## config.mk

```make
export PLATFORM = sky130hd
export DESIGN_NAME = quadratic_probe_hash_table
export DESIGN_NICKNAME = d
export VERILOG_FILES = /design/src/qpht_pkg.sv /design/src/qpht_front.sv /design/src/qpht_queue.sv /design/src/qpht_back.sv /design/src/quadratic_probe_hash_table.sv
export SDC_FILE = /design/constraint.sdc
export NUM_CORES = 2
export LEC_CHECK = 0
export ABC_CLOCK_PERIOD_IN_PS = 15560
export BUFFER_PORTS_ARGS = -buffer_cell sky130_fd_sc_hd__buf_2
export CAP_MARGIN = 10
export CORE_ASPECT_RATIO = 0.9
export CORE_MARGIN = 2
export CORE_UTILIZATION = 40
export CTS_CLUSTER_SIZE = 25
export DETAILED_ROUTE_END_ITERATION = 8
export PLACE_DENSITY = 0.52
export SYNTH_ARGS = -nofsm -noshare
export SYNTH_HDL_FRONTEND = slang
export SYNTH_SLANG_ARGS = --single-unit
```

## constraint.sdc

```tcl
create_clock -name clk -period 15.56 [get_ports clk]
set_input_delay 0.778 -clock clk [delete_from_list [all_inputs] [get_ports clk]]
set_output_delay 0.778 -clock clk [all_outputs]
set_load 0.005 [all_outputs]
```

## src/qpht_pkg.sv

```systemverilog
// ----------------------------------------------------------------------------
// Hash table package
// Shared sizes, codes, the transaction type and the byte residue table.
// ----------------------------------------------------------------------------
package qpht_pkg;

	localparam int TABLE_SIZE  = 16;
	localparam int NAME_CHARS  = 16;
	localparam int NAME_BYTES  = 16;
	localparam int IDX_W       = $clog2(TABLE_SIZE);
	localparam int CNT_W       = $clog2(TABLE_SIZE + 1);
	localparam int SUM_W       = IDX_W + 4;
	localparam int SLOT_W      = 4;
	localparam int PHONE_W     = 31;
	localparam int QUEUE_DEPTH = 2;
	localparam int QPTR_W      = $clog2(QUEUE_DEPTH);
	localparam int QCNT_W      = $clog2(QUEUE_DEPTH + 1);

	localparam logic CMD_INSERT = 1'b0;
	localparam logic CMD_SEARCH = 1'b1;

	localparam logic [1:0] ST_STORED  = 2'd0;
	localparam logic [1:0] ST_FULL    = 2'd1;
	localparam logic [1:0] ST_FOUND   = 2'd2;
	localparam logic [1:0] ST_MISSING = 2'd3;

	typedef struct packed {
		logic               command;
		logic [63:0]        key_low;
		logic [63:0]        key_high;
		logic [PHONE_W-1:0] phone;
		logic [IDX_W-1:0]   home;
	} qpht_item_t;

	typedef logic [IDX_W-1:0] res_tab_t [256];

	function automatic res_tab_t build_byte_res();
		res_tab_t t;
		for (int b = 0; b < 256; b++) begin
			t[b] = IDX_W'(b % TABLE_SIZE);
		end
		return t;
	endfunction

	localparam res_tab_t BYTE_RES = build_byte_res();

endpackage

```

## src/qpht_front.sv

```systemverilog
// ----------------------------------------------------------------------------
// Hash table front end
// Accepts transactions, normalises the name and computes its home slot.
// ----------------------------------------------------------------------------
module qpht_front import qpht_pkg::*; (
	input  logic               clk,
	input  logic               arst_n,
	input  logic               start,
	output logic               busy,
	input  logic               command,
	input  logic [63:0]        name_low,
	input  logic [63:0]        name_high,
	input  logic [PHONE_W-1:0] phone,
	output logic               push,
	output qpht_item_t         push_item,
	input  logic               full
);

	logic               vld_s1;
	logic               cmd_s1;
	logic [63:0]        lo_s1;
	logic [63:0]        hi_s1;
	logic [PHONE_W-1:0] phone_s1;

	logic               vld_s2;
	logic               cmd_s2;
	logic [127:0]       key_s2;
	logic [PHONE_W-1:0] phone_s2;
	logic [SUM_W-1:0]   sum_s2;

	logic               accept;
	logic               advance_s2;
	logic [127:0]       raw_w;
	logic [127:0]       norm_w;
	logic [IDX_W-1:0]   res [NAME_BYTES];
	logic [SUM_W-1:0]   pair [NAME_BYTES/2];
	logic [SUM_W-1:0]   quad [NAME_BYTES/4];
	logic [SUM_W-1:0]   sum_w;
	logic [SUM_W-1:0]   red_w;
	logic               ended;

	assign push       = vld_s2 && !full;
	assign advance_s2 = !vld_s2 || push;
	assign busy       = vld_s1 && !advance_s2;
	assign accept     = start && !busy;
	assign raw_w      = {hi_s1, lo_s1};

	always_comb begin
		ended = 1'b0;
		for (int k = 0; k < NAME_BYTES; k++) begin
			if (k >= NAME_CHARS || raw_w[k*8 +: 8] == 8'd0) begin
				ended = 1'b1;
			end
			norm_w[k*8 +: 8] = ended ? 8'd0 : raw_w[k*8 +: 8];
			res[k]           = ended ? '0 : BYTE_RES[raw_w[k*8 +: 8]];
		end
	end

	always_comb begin
		for (int k = 0; k < NAME_BYTES/2; k++) begin
			pair[k] = SUM_W'(res[2*k]) + SUM_W'(res[2*k+1]);
		end
		for (int k = 0; k < NAME_BYTES/4; k++) begin
			quad[k] = pair[2*k] + pair[2*k+1];
		end
		sum_w = quad[0] + quad[1] + quad[2] + quad[3];
	end

	always_comb begin
		red_w = sum_s2;
		for (int k = 3; k >= 0; k--) begin
			if (red_w >= (SUM_W'(TABLE_SIZE) << k)) begin
				red_w = red_w - (SUM_W'(TABLE_SIZE) << k);
			end
		end
	end

	always_comb begin
		push_item.command  = cmd_s2;
		push_item.key_low  = key_s2[63:0];
		push_item.key_high = key_s2[127:64];
		push_item.phone    = phone_s2;
		push_item.home     = red_w[IDX_W-1:0];
	end

	always_ff @(posedge clk or negedge arst_n) begin
		if (!arst_n) begin
			vld_s1 <= 1'b0;
			vld_s2 <= 1'b0;
		end else begin
			vld_s1 <= accept || (vld_s1 && !advance_s2);
			vld_s2 <= (vld_s1 && advance_s2) || (vld_s2 && !push);
		end
	end

	always_ff @(posedge clk) begin
		if (accept) begin
			cmd_s1   <= command;
			lo_s1    <= name_low;
			hi_s1    <= name_high;
			phone_s1 <= phone;
		end
		if (vld_s1 && advance_s2) begin
			cmd_s2   <= cmd_s1;
			key_s2   <= norm_w;
			phone_s2 <= phone_s1;
			sum_s2   <= sum_w;
		end
	end

endmodule

```

## src/qpht_queue.sv

```systemverilog
// ----------------------------------------------------------------------------
// Hash table transaction queue
// A short first-in first-out queue between the front end and the probe engine.
// ----------------------------------------------------------------------------
module qpht_queue import qpht_pkg::*; (
	input  logic       clk,
	input  logic       arst_n,
	input  logic       push,
	input  qpht_item_t push_item,
	output logic       full,
	input  logic       pop,
	output qpht_item_t pop_item,
	output logic       avail
);

	qpht_item_t        entries [QUEUE_DEPTH];
	logic [QPTR_W-1:0] wr_ptr_q;
	logic [QPTR_W-1:0] rd_ptr_q;
	logic [QCNT_W-1:0] count_q;
	logic              do_push;
	logic              do_pop;

	assign full     = count_q == QCNT_W'(QUEUE_DEPTH);
	assign avail    = count_q != '0;
	assign do_push  = push && !full;
	assign do_pop   = pop && avail;
	assign pop_item = entries[rd_ptr_q];

	always_ff @(posedge clk or negedge arst_n) begin
		if (!arst_n) begin
			wr_ptr_q <= '0;
			rd_ptr_q <= '0;
			count_q  <= '0;
		end else begin
			if (do_push) begin
				wr_ptr_q <= (wr_ptr_q == QPTR_W'(QUEUE_DEPTH - 1)) ? '0 : wr_ptr_q + QPTR_W'(1);
			end
			if (do_pop) begin
				rd_ptr_q <= (rd_ptr_q == QPTR_W'(QUEUE_DEPTH - 1)) ? '0 : rd_ptr_q + QPTR_W'(1);
			end
			if (do_push && !do_pop) begin
				count_q <= count_q + QCNT_W'(1);
			end else if (do_pop && !do_push) begin
				count_q <= count_q - QCNT_W'(1);
			end
		end
	end

	always_ff @(posedge clk) begin
		if (do_push) begin
			entries[wr_ptr_q] <= push_item;
		end
	end

endmodule

```

## src/qpht_back.sv

```systemverilog
// ----------------------------------------------------------------------------
// Hash table probe engine
// Walks the quadratic probe sequence one slot per cycle for inserts and
// searches, and holds the key and phone stores and the valid marks.
// ----------------------------------------------------------------------------
module qpht_back import qpht_pkg::*; (
	input  logic               clk,
	input  logic               arst_n,
	input  logic               avail,
	input  qpht_item_t         item,
	output logic               pop,
	output logic               done,
	output logic [1:0]         status,
	output logic [SLOT_W-1:0]  slot,
	output logic [PHONE_W-1:0] found_phone
);

	typedef enum logic [1:0] {
		IDLE,
		INSERT,
		SEARCH
	} state_t;

	function automatic logic [SLOT_W-1:0] slot_of(input logic [IDX_W-1:0] idx);
		logic [SLOT_W-1:0] r;
		r = '0;
		for (int b = 0; b < SLOT_W; b++) begin
			if (b < IDX_W) begin
				r[b] = idx[b];
			end
		end
		return r;
	endfunction

	logic [63:0]        key_low_mem  [TABLE_SIZE];
	logic [63:0]        key_high_mem [TABLE_SIZE];
	logic [PHONE_W-1:0] phone_mem    [TABLE_SIZE];
	logic [TABLE_SIZE-1:0] valid_q;

	state_t             state_q;
	qpht_item_t         item_q;
	logic [IDX_W-1:0]   idx_q;
	logic [IDX_W-1:0]   odd_q;
	logic [CNT_W-1:0]   cnt_q;
	logic               done_q;
	logic [1:0]         status_q;
	logic [SLOT_W-1:0]  slot_q;
	logic [PHONE_W-1:0] phone_q;

	logic               rd_vld_s1;
	logic [IDX_W-1:0]   rd_idx_s1;
	logic               rd_used_s1;
	logic               rd_last_s1;
	logic [63:0]        rd_low_s1;
	logic [63:0]        rd_high_s1;
	logic [PHONE_W-1:0] rd_phone_s1;

	logic [IDX_W:0]     idx_sum;
	logic [IDX_W:0]     odd_sum;
	logic [IDX_W-1:0]   nxt_idx;
	logic [IDX_W-1:0]   nxt_odd;
	logic               slot_free;
	logic               last_probe;
	logic               ins_wr;
	logic               match;
	logic               srch_done;
	logic               issue;

	assign idx_sum = {1'b0, idx_q} + {1'b0, odd_q};
	assign odd_sum = {1'b0, odd_q} + (IDX_W+1)'(2);
	assign nxt_idx = (idx_sum >= (IDX_W+1)'(TABLE_SIZE)) ?
		IDX_W'(idx_sum - (IDX_W+1)'(TABLE_SIZE)) : idx_sum[IDX_W-1:0];
	assign nxt_odd = (odd_sum >= (IDX_W+1)'(TABLE_SIZE)) ?
		IDX_W'(odd_sum - (IDX_W+1)'(TABLE_SIZE)) : odd_sum[IDX_W-1:0];

	assign slot_free  = !valid_q[idx_q];
	assign last_probe = cnt_q == CNT_W'(TABLE_SIZE - 1);
	assign ins_wr     = (state_q == INSERT) && slot_free;
	assign match      = (rd_low_s1 == item_q.key_low) && (rd_high_s1 == item_q.key_high);
	assign srch_done  = rd_vld_s1 && (!rd_used_s1 || match || rd_last_s1);
	assign issue      = (state_q == SEARCH) && (cnt_q != CNT_W'(TABLE_SIZE)) && !srch_done;
	assign pop        = (state_q == IDLE) && avail;

	assign done        = done_q;
	assign status      = status_q;
	assign slot        = slot_q;
	assign found_phone = phone_q;

	always_ff @(posedge clk or negedge arst_n) begin
		if (!arst_n) begin
			state_q   <= IDLE;
			valid_q   <= '0;
			idx_q     <= '0;
			odd_q     <= '0;
			cnt_q     <= '0;
			rd_vld_s1 <= 1'b0;
			done_q    <= 1'b0;
			status_q  <= ST_STORED;
			slot_q    <= '0;
			phone_q   <= '0;
		end else begin
			done_q    <= 1'b0;
			rd_vld_s1 <= issue;
			unique case (state_q)
				IDLE: begin
					if (avail) begin
						idx_q   <= item.home;
						odd_q   <= IDX_W'(1);
						cnt_q   <= '0;
						state_q <= (item.command == CMD_SEARCH) ? SEARCH : INSERT;
					end
				end
				INSERT: begin
					if (slot_free) begin
						valid_q[idx_q] <= 1'b1;
						done_q         <= 1'b1;
						status_q       <= ST_STORED;
						slot_q         <= slot_of(idx_q);
						phone_q        <= '0;
						state_q        <= IDLE;
					end else if (last_probe) begin
						done_q   <= 1'b1;
						status_q <= ST_FULL;
						slot_q   <= '0;
						phone_q  <= '0;
						state_q  <= IDLE;
					end else begin
						idx_q <= nxt_idx;
						odd_q <= nxt_odd;
						cnt_q <= cnt_q + CNT_W'(1);
					end
				end
				SEARCH: begin
					if (srch_done) begin
						done_q  <= 1'b1;
						state_q <= IDLE;
						if (rd_used_s1 && match) begin
							status_q <= ST_FOUND;
							slot_q   <= slot_of(rd_idx_s1);
							phone_q  <= rd_phone_s1;
						end else begin
							status_q <= ST_MISSING;
							slot_q   <= '0;
							phone_q  <= '0;
						end
					end else if (issue) begin
						idx_q <= nxt_idx;
						odd_q <= nxt_odd;
						cnt_q <= cnt_q + CNT_W'(1);
					end
				end
				default: begin
					state_q <= IDLE;
				end
			endcase
		end
	end

	always_ff @(posedge clk) begin
		if (pop) begin
			item_q <= item;
		end
		if (ins_wr) begin
			key_low_mem[idx_q]  <= item_q.key_low;
			key_high_mem[idx_q] <= item_q.key_high;
			phone_mem[idx_q]    <= item_q.phone;
		end
		if (issue) begin
			rd_low_s1   <= key_low_mem[idx_q];
			rd_high_s1  <= key_high_mem[idx_q];
			rd_phone_s1 <= phone_mem[idx_q];
			rd_idx_s1   <= idx_q;
			rd_used_s1  <= valid_q[idx_q];
			rd_last_s1  <= last_probe;
		end
	end

endmodule

```

## src/quadratic_probe_hash_table.sv

```systemverilog
// ----------------------------------------------------------------------------
// Quadratic probe hash table
// Name keyed table of phone numbers with open addressing and quadratic probing.
// ----------------------------------------------------------------------------
// Throughput: the probe engine visits one slot per cycle and works on one
// transaction at a time; the front end and queue overlap with it.
// Reset clears the valid marks at once; stored keys and phones stay undefined.
// Results are strobed for one cycle and the receiver cannot stall them.
module quadratic_probe_hash_table import qpht_pkg::*; (
	input  logic               clk,
	input  logic               arst_n,
	input  logic               start,
	output logic               busy,
	input  logic               command,
	input  logic [63:0]        name_low,
	input  logic [63:0]        name_high,
	input  logic [PHONE_W-1:0] phone,
	output logic               done,
	output logic [1:0]         status,
	output logic [SLOT_W-1:0]  slot,
	output logic [PHONE_W-1:0] found_phone
);

	logic       push;
	qpht_item_t push_item;
	logic       full;
	logic       pop;
	qpht_item_t pop_item;
	logic       avail;

	qpht_front u_front (
		.clk       (clk),
		.arst_n    (arst_n),
		.start     (start),
		.busy      (busy),
		.command   (command),
		.name_low  (name_low),
		.name_high (name_high),
		.phone     (phone),
		.push      (push),
		.push_item (push_item),
		.full      (full)
	);

	qpht_queue u_queue (
		.clk       (clk),
		.arst_n    (arst_n),
		.push      (push),
		.push_item (push_item),
		.full      (full),
		.pop       (pop),
		.pop_item  (pop_item),
		.avail     (avail)
	);

	qpht_back u_back (
		.clk         (clk),
		.arst_n      (arst_n),
		.avail       (avail),
		.item        (pop_item),
		.pop         (pop),
		.done        (done),
		.status      (status),
		.slot        (slot),
		.found_phone (found_phone)
	);

endmodule
```

* Yosys cells after proc, flatten, opt, wreduce, memory -nomap -nowiden *
Memory sizes are Yosys's and may differ from the RTL's. A register that Yosys moved wholly into a read port is not among the register bits.
Index checks and enable logic that the tools add are counted.
Widths: inputs -> output; s select.

operators by class
  add/subtract/negate cells = 28
  magnitude comparators = 24
  equality and inequality tests = 14
  muxes and demuxes = 125
  bitwise gates (word level) = 18
  reduce and logical (&&, ||, !) cells = 57

operators with widths
  cell                 count
  $mux 4               65
  $ge 9x9->1 const B   16
  $not 8->9            16
  $eq 64x64->1         2
  $logic_not 8->1      16
  $mux 31              4
  $pmux 31 s2          1
  $add 8x8->8          7
  $add 4x4->5          9
  $mux 1               28
  $mux 5               5
  $mux 8               3
  $pmux 4 s3           2
  $mux 2               10
  $logic_and 1x1->1    17
  $or 16x16->16        1
  $pmux 5 s3           1
  $sub 4x1->4 const B  3
  $ge 5x5->1 const B   2
  $logic_not 1->1      10
  $ge 8x5->1 const B   1
  $ge 8x6->1 const B   1
  $ge 8x7->1 const B   1
  $ge 8x8->1 const B   1
  other kinds (31)     44

word-level totals
  register bits = 569
  bits in writable memories = 2,872
  bits in read-only memories = 16,384
  input port bits = 163
  memories kept = 20

memory list
  memory           words  width  read ports  clocked after memory_dff  wr ports  line              RTL
  (no name shown)  256    4      1           0                         0         qpht_front.sv:55  res[k] = ended ? '0 : BYTE_RES[raw_w[k*8 +: 8]];
  (no name shown)  256    4      1           0                         0         qpht_front.sv:55
  (no name shown)  256    4      1           0                         0         qpht_front.sv:55
  (no name shown)  256    4      1           0                         0         qpht_front.sv:55
  (no name shown)  256    4      1           0                         0         qpht_front.sv:55
  (no name shown)  256    4      1           0                         0         qpht_front.sv:55
  +14 memories     -      -      -           -                         -         -

* Logic depth before layout (Yosys ltp) *
  depth in word-level cells = 21
  gate-level depth with buffers = 27
  gate-level depth less buffers = 25

* Cells and area by module *
From an unflattened synthesis, not the netlist that was laid out.

unflattened totals
  cell total of the unflattened synthesis = 5,554
  area total of the unflattened synthesis = 133,974.7 um^2

modules (own cells, without submodules)
  module      instances  cells an instance  area an instance (um^2)
  qpht_back   1          4,347              109,560.1
  qpht_front  1          678                12,324.3
  qpht_queue  1          529                12,090.3

* Worst setup path before layout *
No wires, ideal clock.

  kind = register to register
  start = reg u_back.idx_q[0]
  end = reg u_back.valid_q[3]
  data arrival time = 13.607 ns
  required time = 15.426 ns
  slack = 1.819 ns
  cell stages (with the launch flop) = 10
  path buffers = 1
  cell sequence = dfrtp_1 buf_2 mux4_2 mux4_2 nor2_1 nand2_1 inv_1 nand2_1 nor3_1 or2_2

between the ends
  word-level cells in the longest chain between the ends = 5

ends and longest elaborated chain
  item                                                                   line              RTL
  from (decl)                                                            qpht_back.sv:42   logic [IDX_W-1:0] idx_q;
  from (signal assigned)                                                 qpht_back.sv:107  idx_q <= item.home;
  from (signal assigned)                                                 qpht_back.sv:128  idx_q <= nxt_idx;
  from (signal assigned)                                                 qpht_back.sv:147  idx_q <= nxt_idx;
  $lt 4x5->1 (not written as such) / $ge 4x1->1 (equally long branches)  qpht_back.sv:115  valid_q[idx_q] <= 1'b1;
  $logic_and 1x1->1 (not written as such)                                qpht_back.sv:115
  $mux 1 (not written as such)                                           qpht_back.sv:115
  $demux 1 s4                                                            -
  $or 16x16->16 (no line)                                                -
  to (signal assigned)                                                   qpht_back.sv:92   valid_q <= '0;
  to (signal, indexed assignment)                                        qpht_back.sv:115
  to (decl)                                                              qpht_back.sv:38   logic [TABLE_SIZE-1:0] valid_q;

Parallel ways exist; a longest one is shown, timed or not. The select of a mux whose other input is x is not followed.
A chain may end at the register's enable or synchronous reset.

* Worst setup path after layout *
  start = reg u_front.lo_s1[27]
  end = reg u_front.sum_s2[3] (data pin)

between the ends
  word-level cells in the longest chain between the ends = 18

ends and longest elaborated chain
  item                                                  line               RTL
  from (decl)                                           qpht_front.sv:21   logic [63:0] lo_s1;
  from (signal assigned)                                qpht_front.sv:99   lo_s1 <= name_low;
  branches (longest 17 deep; another with $add 8x8->8)  -
  $add 8x8->8 *                                         qpht_front.sv:66   sum_w = quad[0] + quad[1] + quad[2] + quad[3];
  via u_front.sum_w[3]                                  qpht_front.sv:38   logic [SUM_W-1:0] sum_w;
  to (signal assigned)                                  qpht_front.sv:107  sum_s2 <= sum_w;
  to (decl)                                             qpht_front.sv:29   logic [SUM_W-1:0] sum_s2;

Mark *: on every way through the listed nets, which the timed path passes. The select of a mux whose other input is x is not followed.

==> impl.org <==
** Synthesis
- Synthesized flop and latch total :: 3,596
- Register area share after synthesis :: roughly four fifths
- Number of warnings reported in the yosys synthesis log :: 0
- Mean instance size in the synthesized netlist :: roughly 24 um2
- The synthesized netlist occupies a cell area of about 0.13 mm2.
- Counting every net in the synthesized netlist gives ~5,800.
- Cell count after synthesis :: between 5,000 and 6,000
- In the synthesized netlist the dominant register cell turns out to be edfxtp_1.
- Number of different library cells in the post-synthesis netlist :: 55
- Count of flip-flops with a built-in enable after synthesis :: 3,520
- For this run, asynchronously set or reset flops after synthesis account for 2.11%.

** GRT
- Largest net degree at the start of global routing :: around 130
- The number of global-route vias before repair is approximately 62,000.
- The global routing stage identified its most utilized layer as met2.
- Global routing used between 20 and 30% of the available met1 tracks.
- Number of antenna violations at the first check in global routing :: 29
- Met2 track demand over resource in global routing :: 34.3%
- Global-route wire length before repair :: about 490 mm
- Leftover overflow at the end of global routing :: 0
- Global routing used about 20% of the available tracks across all layers.
- Met3 capacity usage during global routing :: approximately 2.3%

** Critical path
- CP Launch Type :: flip-flop
- Required time of the worst setup path :: 16.21 ns
- STA puts the critical path data arrival time at around 9 ns.
- Max FO, Critical Path :: 31
- Logic depth of the worst register-to-register path :: 25
- Kind of capture point of the worst setup path :: flip-flop
- Crit Path Class :: reg2reg

** Route
- In the routed layout, each cell is associated on average with a via count of between 5 and 6.
- Total wire length after detailed routing :: around 350 mm
- Detailed Routing Iterations Pass 1 :: 7
- Number of remaining DRC errors :: 0
- Routed Antenna Nets :: 0
- In this run, the number of DRC markers left after iteration 0 of detailed routing was 6,659.
- The routed layout has ~60,000 vias.
- In the final routed layout, each cell accounts on average for 32.6 um.

** Placed design
- Number of input and output port buffers inserted :: 201
- Routability-driven placement finished with a final weighted congestion of about 0.78.
- Summed over all nets, the half-perimeter wirelength after detailed placement is about 190 mm.
- Summing all placed instances gives a cell area of 0.141 mm2.

** Die
- Core Rows :: between 200 and 250
- Top-level I/O count :: approximately 200
- The initial utilization of the core area, before any placement, comes to between 40% and 50%.
- The floorplan step set the die width to about 610 um.
- Area inside the core boundary :: between 0.3 and 0.4 mm2
- The floorplan step set the die height to around 550 um.
- Die area :: approximately 0.34 mm2

** Final layout
- After filler insertion, the fill cell instance count of the layout stands at about 28,000.
- Share of final-layout standard cells stronger than drive strength 1 :: 28.6%
- Relative to the synthesized area, the layout overhead comes to 14.1%.
- In the final layout, the multi-input gates occupy approximately 0.025 mm2.
- With fillers left out, the area of the finished cells amounts to approximately 0.15 mm2.
- The final layout contains 6,324 nets.
- Measured on the finished design, the core utilization comes to between 40% and 50%.
- In the final layout, flip-flops and latches occupy about 0.11 mm2.

** Clock tree
- For this design, the sink count on the clock tree is about 3,600.
- Clk pin slew, worst setup/hold paths :: 0.06 ns
- Cts repair resizes :: 0
- Hold repair after CTS inserted 47 buffers.
- In this run the post-CTS setup repair buffer count came out at 0.
- H-tree depth reported by CTS :: 5
- Number of buffers created by CTS :: 370
- Clock latency on the worst-skew pair, taken at its later pin, is 0.94 ns.
- Clock tree from TritonCTS :: yes
- Root cell of the clock tree :: clkbuf_16
- The longest clock path from root to sink contains 4 buffers.

** Power
- Share of total power in combinational logic :: 23.5%
- Part of the total power dissipated in sequential elements :: between 40 and 50%
- Switching part of the total :: between 20 and 30%
- Fraction of power consumed by the clock network :: between 20% and 30%
- Switching power summed over all nets :: 9140 uW
- Total power for the finished layout comes to just over 30,000 uW.
- Pwr/cell area :: 200 mW/mm2
- The internal portion of the total power is between 20,000 and 25,000 uW.
- VDD sags by at most roughly 0.21 mV.
- Total leakage power :: 0.0487 uW

** Timing
- Count of final max-slew check failures :: 0
- Setup total negative slack on the finished layout was measured at 0 ns.
- Slew headroom :: 14.4%
- After layout, the minimum clock period comes to 8.53 ns.
- On the final layout, the worst hold slack is 0.0667 ns.
- On the final layout, the worst clock skew is around 0.066 ns.
- The number of hold violations in the final report was 0.
- For the pin with the worst max-slew slack, the measured transition is 1.27 ns.
- Fmax :: 117 MHz
- Setup repair after global routing missed its margin :: no
- Final worst-path cycle share :: between 50% and 60%
- Number of failing setup endpoints in the final timing report :: 0

** Worst hold path
- Depth of the worst hold-timing path :: 1
- Path type of the worst min-delay path :: in2reg

** Run status
- The run finished with clean final reports.

** Run
- Max-cap violations in this run came to 0.
-- worst max-delay path, stage by stage (launching register included) --
cell and delay, ns:
edfxtp_1 0.38, nor4_1 0.08, nand2_1 0.20, and2_1 0.54, and3_1 0.73, nand2_1 0.32, nor2_2 0.84, and3_1 0.28
ha_1 0.18, inv_1 0.07, fa_1 0.38, xor2_1 0.20, fa_1 0.57, fa_1 0.53, fa_1 0.55, inv_1 0.06
fa_1 0.54, ha_1 0.18, xor2_1 0.19, xnor2_1 0.11, xnor2_1 0.25, xnor2_1 0.16, xnor2_1 0.14, xnor3_1 0.24
xnor2_1 0.26, xnor3_1 0.28
-- cells in the mapped netlist (23+ instances only) --
cell      instances  area, um2
and2_1          130        813
and3_1           43        269
buf_1            56        210
clkbuf_1        169        634
dfrtp_1          76       1900
edfxtp_1       3520     106000
fa_1             23        460
ha_1             40        500
inv_1            81        304
mux2_2          160       1800
mux2i_1          35        350
mux4_2          800      18000
nand2_1          68        255
nor2_1           33        124
nor4_1           52        325
xnor2_1          38        333
xor2_1          120       1050
-- cells in the final DEF, fill, tap and decap left out, types with 6 or more instances in the layout --
| cell type | count |
|---|---|
| clkinv_8 | 7 |
| buf_12 | 21 |
| nor4_1 | 44 |
| nand4_1 | 9 |
| nor2_4 | 13 |
| and3_1 | 40 |
| fa_1 | 23 |
| mux4_2 | 800 |
| or4_1 | 9 |
| a21oi_1 | 15 |
| or2_2 | 17 |
| dfrtp_1 | 71 |
| clkbuf_16 | 376 |
| xor2_1 | 119 |
| mux2i_1 | 35 |
| o21ai_0 | 13 |
| bufinv_16 | 26 |
| clkinv_2 | 49 |
| and2_1 | 128 |
| mux2_2 | 160 |
| edfxtp_1 | 3520 |
| buf_4 | 99 |
| nor2_1 | 19 |
| clkbuf_1 | 72 |
| nor4_2 | 8 |
| ha_1 | 40 |
| inv_1 | 80 |
| a21o_1 | 9 |
| buf_2 | 200 |
| xnor2_1 | 38 |
| inv_6 | 11 |
| nand2b_1 | 8 |
| mux2_1 | 6 |
| dlygate4sd3_1 | 47 |
| nand2_1 | 68 |
| clkinv_1 | 97 |
| nand3_1 | 9 |
-- path summary, 6_finish.rpt --
kind / startpoint / slack, ns / end
worst max-delay path: u_front.lo_s1[27] / 7.03 / u_front.sum_s2[3]
worst min-delay path: phone[18] / 0.07 / u_front.phone_s1[18]
worst max register to register: u_front.lo_s1[27] / 7.03 / u_front.sum_s2[3]
worst min register to register: u_front.phone_s1[11] / 0.42 / u_front.phone_s2[11]
max in group asynchronous: arst_n / 13.96 / u_back.idx_q[0]
min in group asynchronous: arst_n / 0.28 / u_back.found_phone[0]
-- per-layer routing --
metal  part of all wire (%)  routed length [um]
met5                 0.0037                  13
met4                    1.9                6650
met3                    4.9               17400
met2                     50              176000
met1                     44              154000
-- flip-flops by register name, summed over array words and instances, names as in the netlist, 5 cells and up --
name and count:
u_back.key_high_mem 1024, u_back.key_low_mem 1024, u_back.phone_mem 496, u_queue.entries 328, u_back.item_q 159, u_front.key_s2 128
u_back.rd_high_s1 64, u_back.rd_low_s1 64, u_front.hi_s1 64, u_front.lo_s1 64, u_back.found_phone 31, u_back.rd_phone_s1 31
u_front.phone_s1 31, u_front.phone_s2 31, u_back.valid_q 16, u_back.cnt_q 5
-- power by group through the flow --
stage	Combinational, uW	Clock (uW)	Sequential, uW
final	7190	8490	15000
after floorplan	4860	0	14700
after CTS	7380	8670	15000
after detailed placement	7300	0	15100
after global placement	7310	0	15000
after global routing	7640	9040	15200
-- metrics by stage --
stage          instances  setup slack [ns]
6_report           10800              7.03
5_1_grt            10800              6.50
4_1_cts            10800              7.03
3_5_place_dp       10100              7.15
3_3_place_gp       10100              7.36
2_1_floorplan       5601              1.82
-- cell families after synthesis --
group           count (synthesis)  share of synthesized area, %
flops                        3596                          80.2
mux                          1001                          15.1
simple gates                  392                          1.65
buf+inv                       323                         0.936
xor+xnor                      160                          1.07
compound gates                 66                         0.328
fa+ha+maj                      63                         0.716
-- cell type report --
cell class                 instances  share of cell area, %
clock inverter                   200                   1.10
sequential                      3596                   70.3
clock buffer                     452                   6.36
tap                             4466                   3.65
inverter                          81                  0.204
timing repair buffer             367                   1.72
multi-input combinational       1682                   16.7
antenna                            4                0.00654
(Power assumes the default switching activity.)
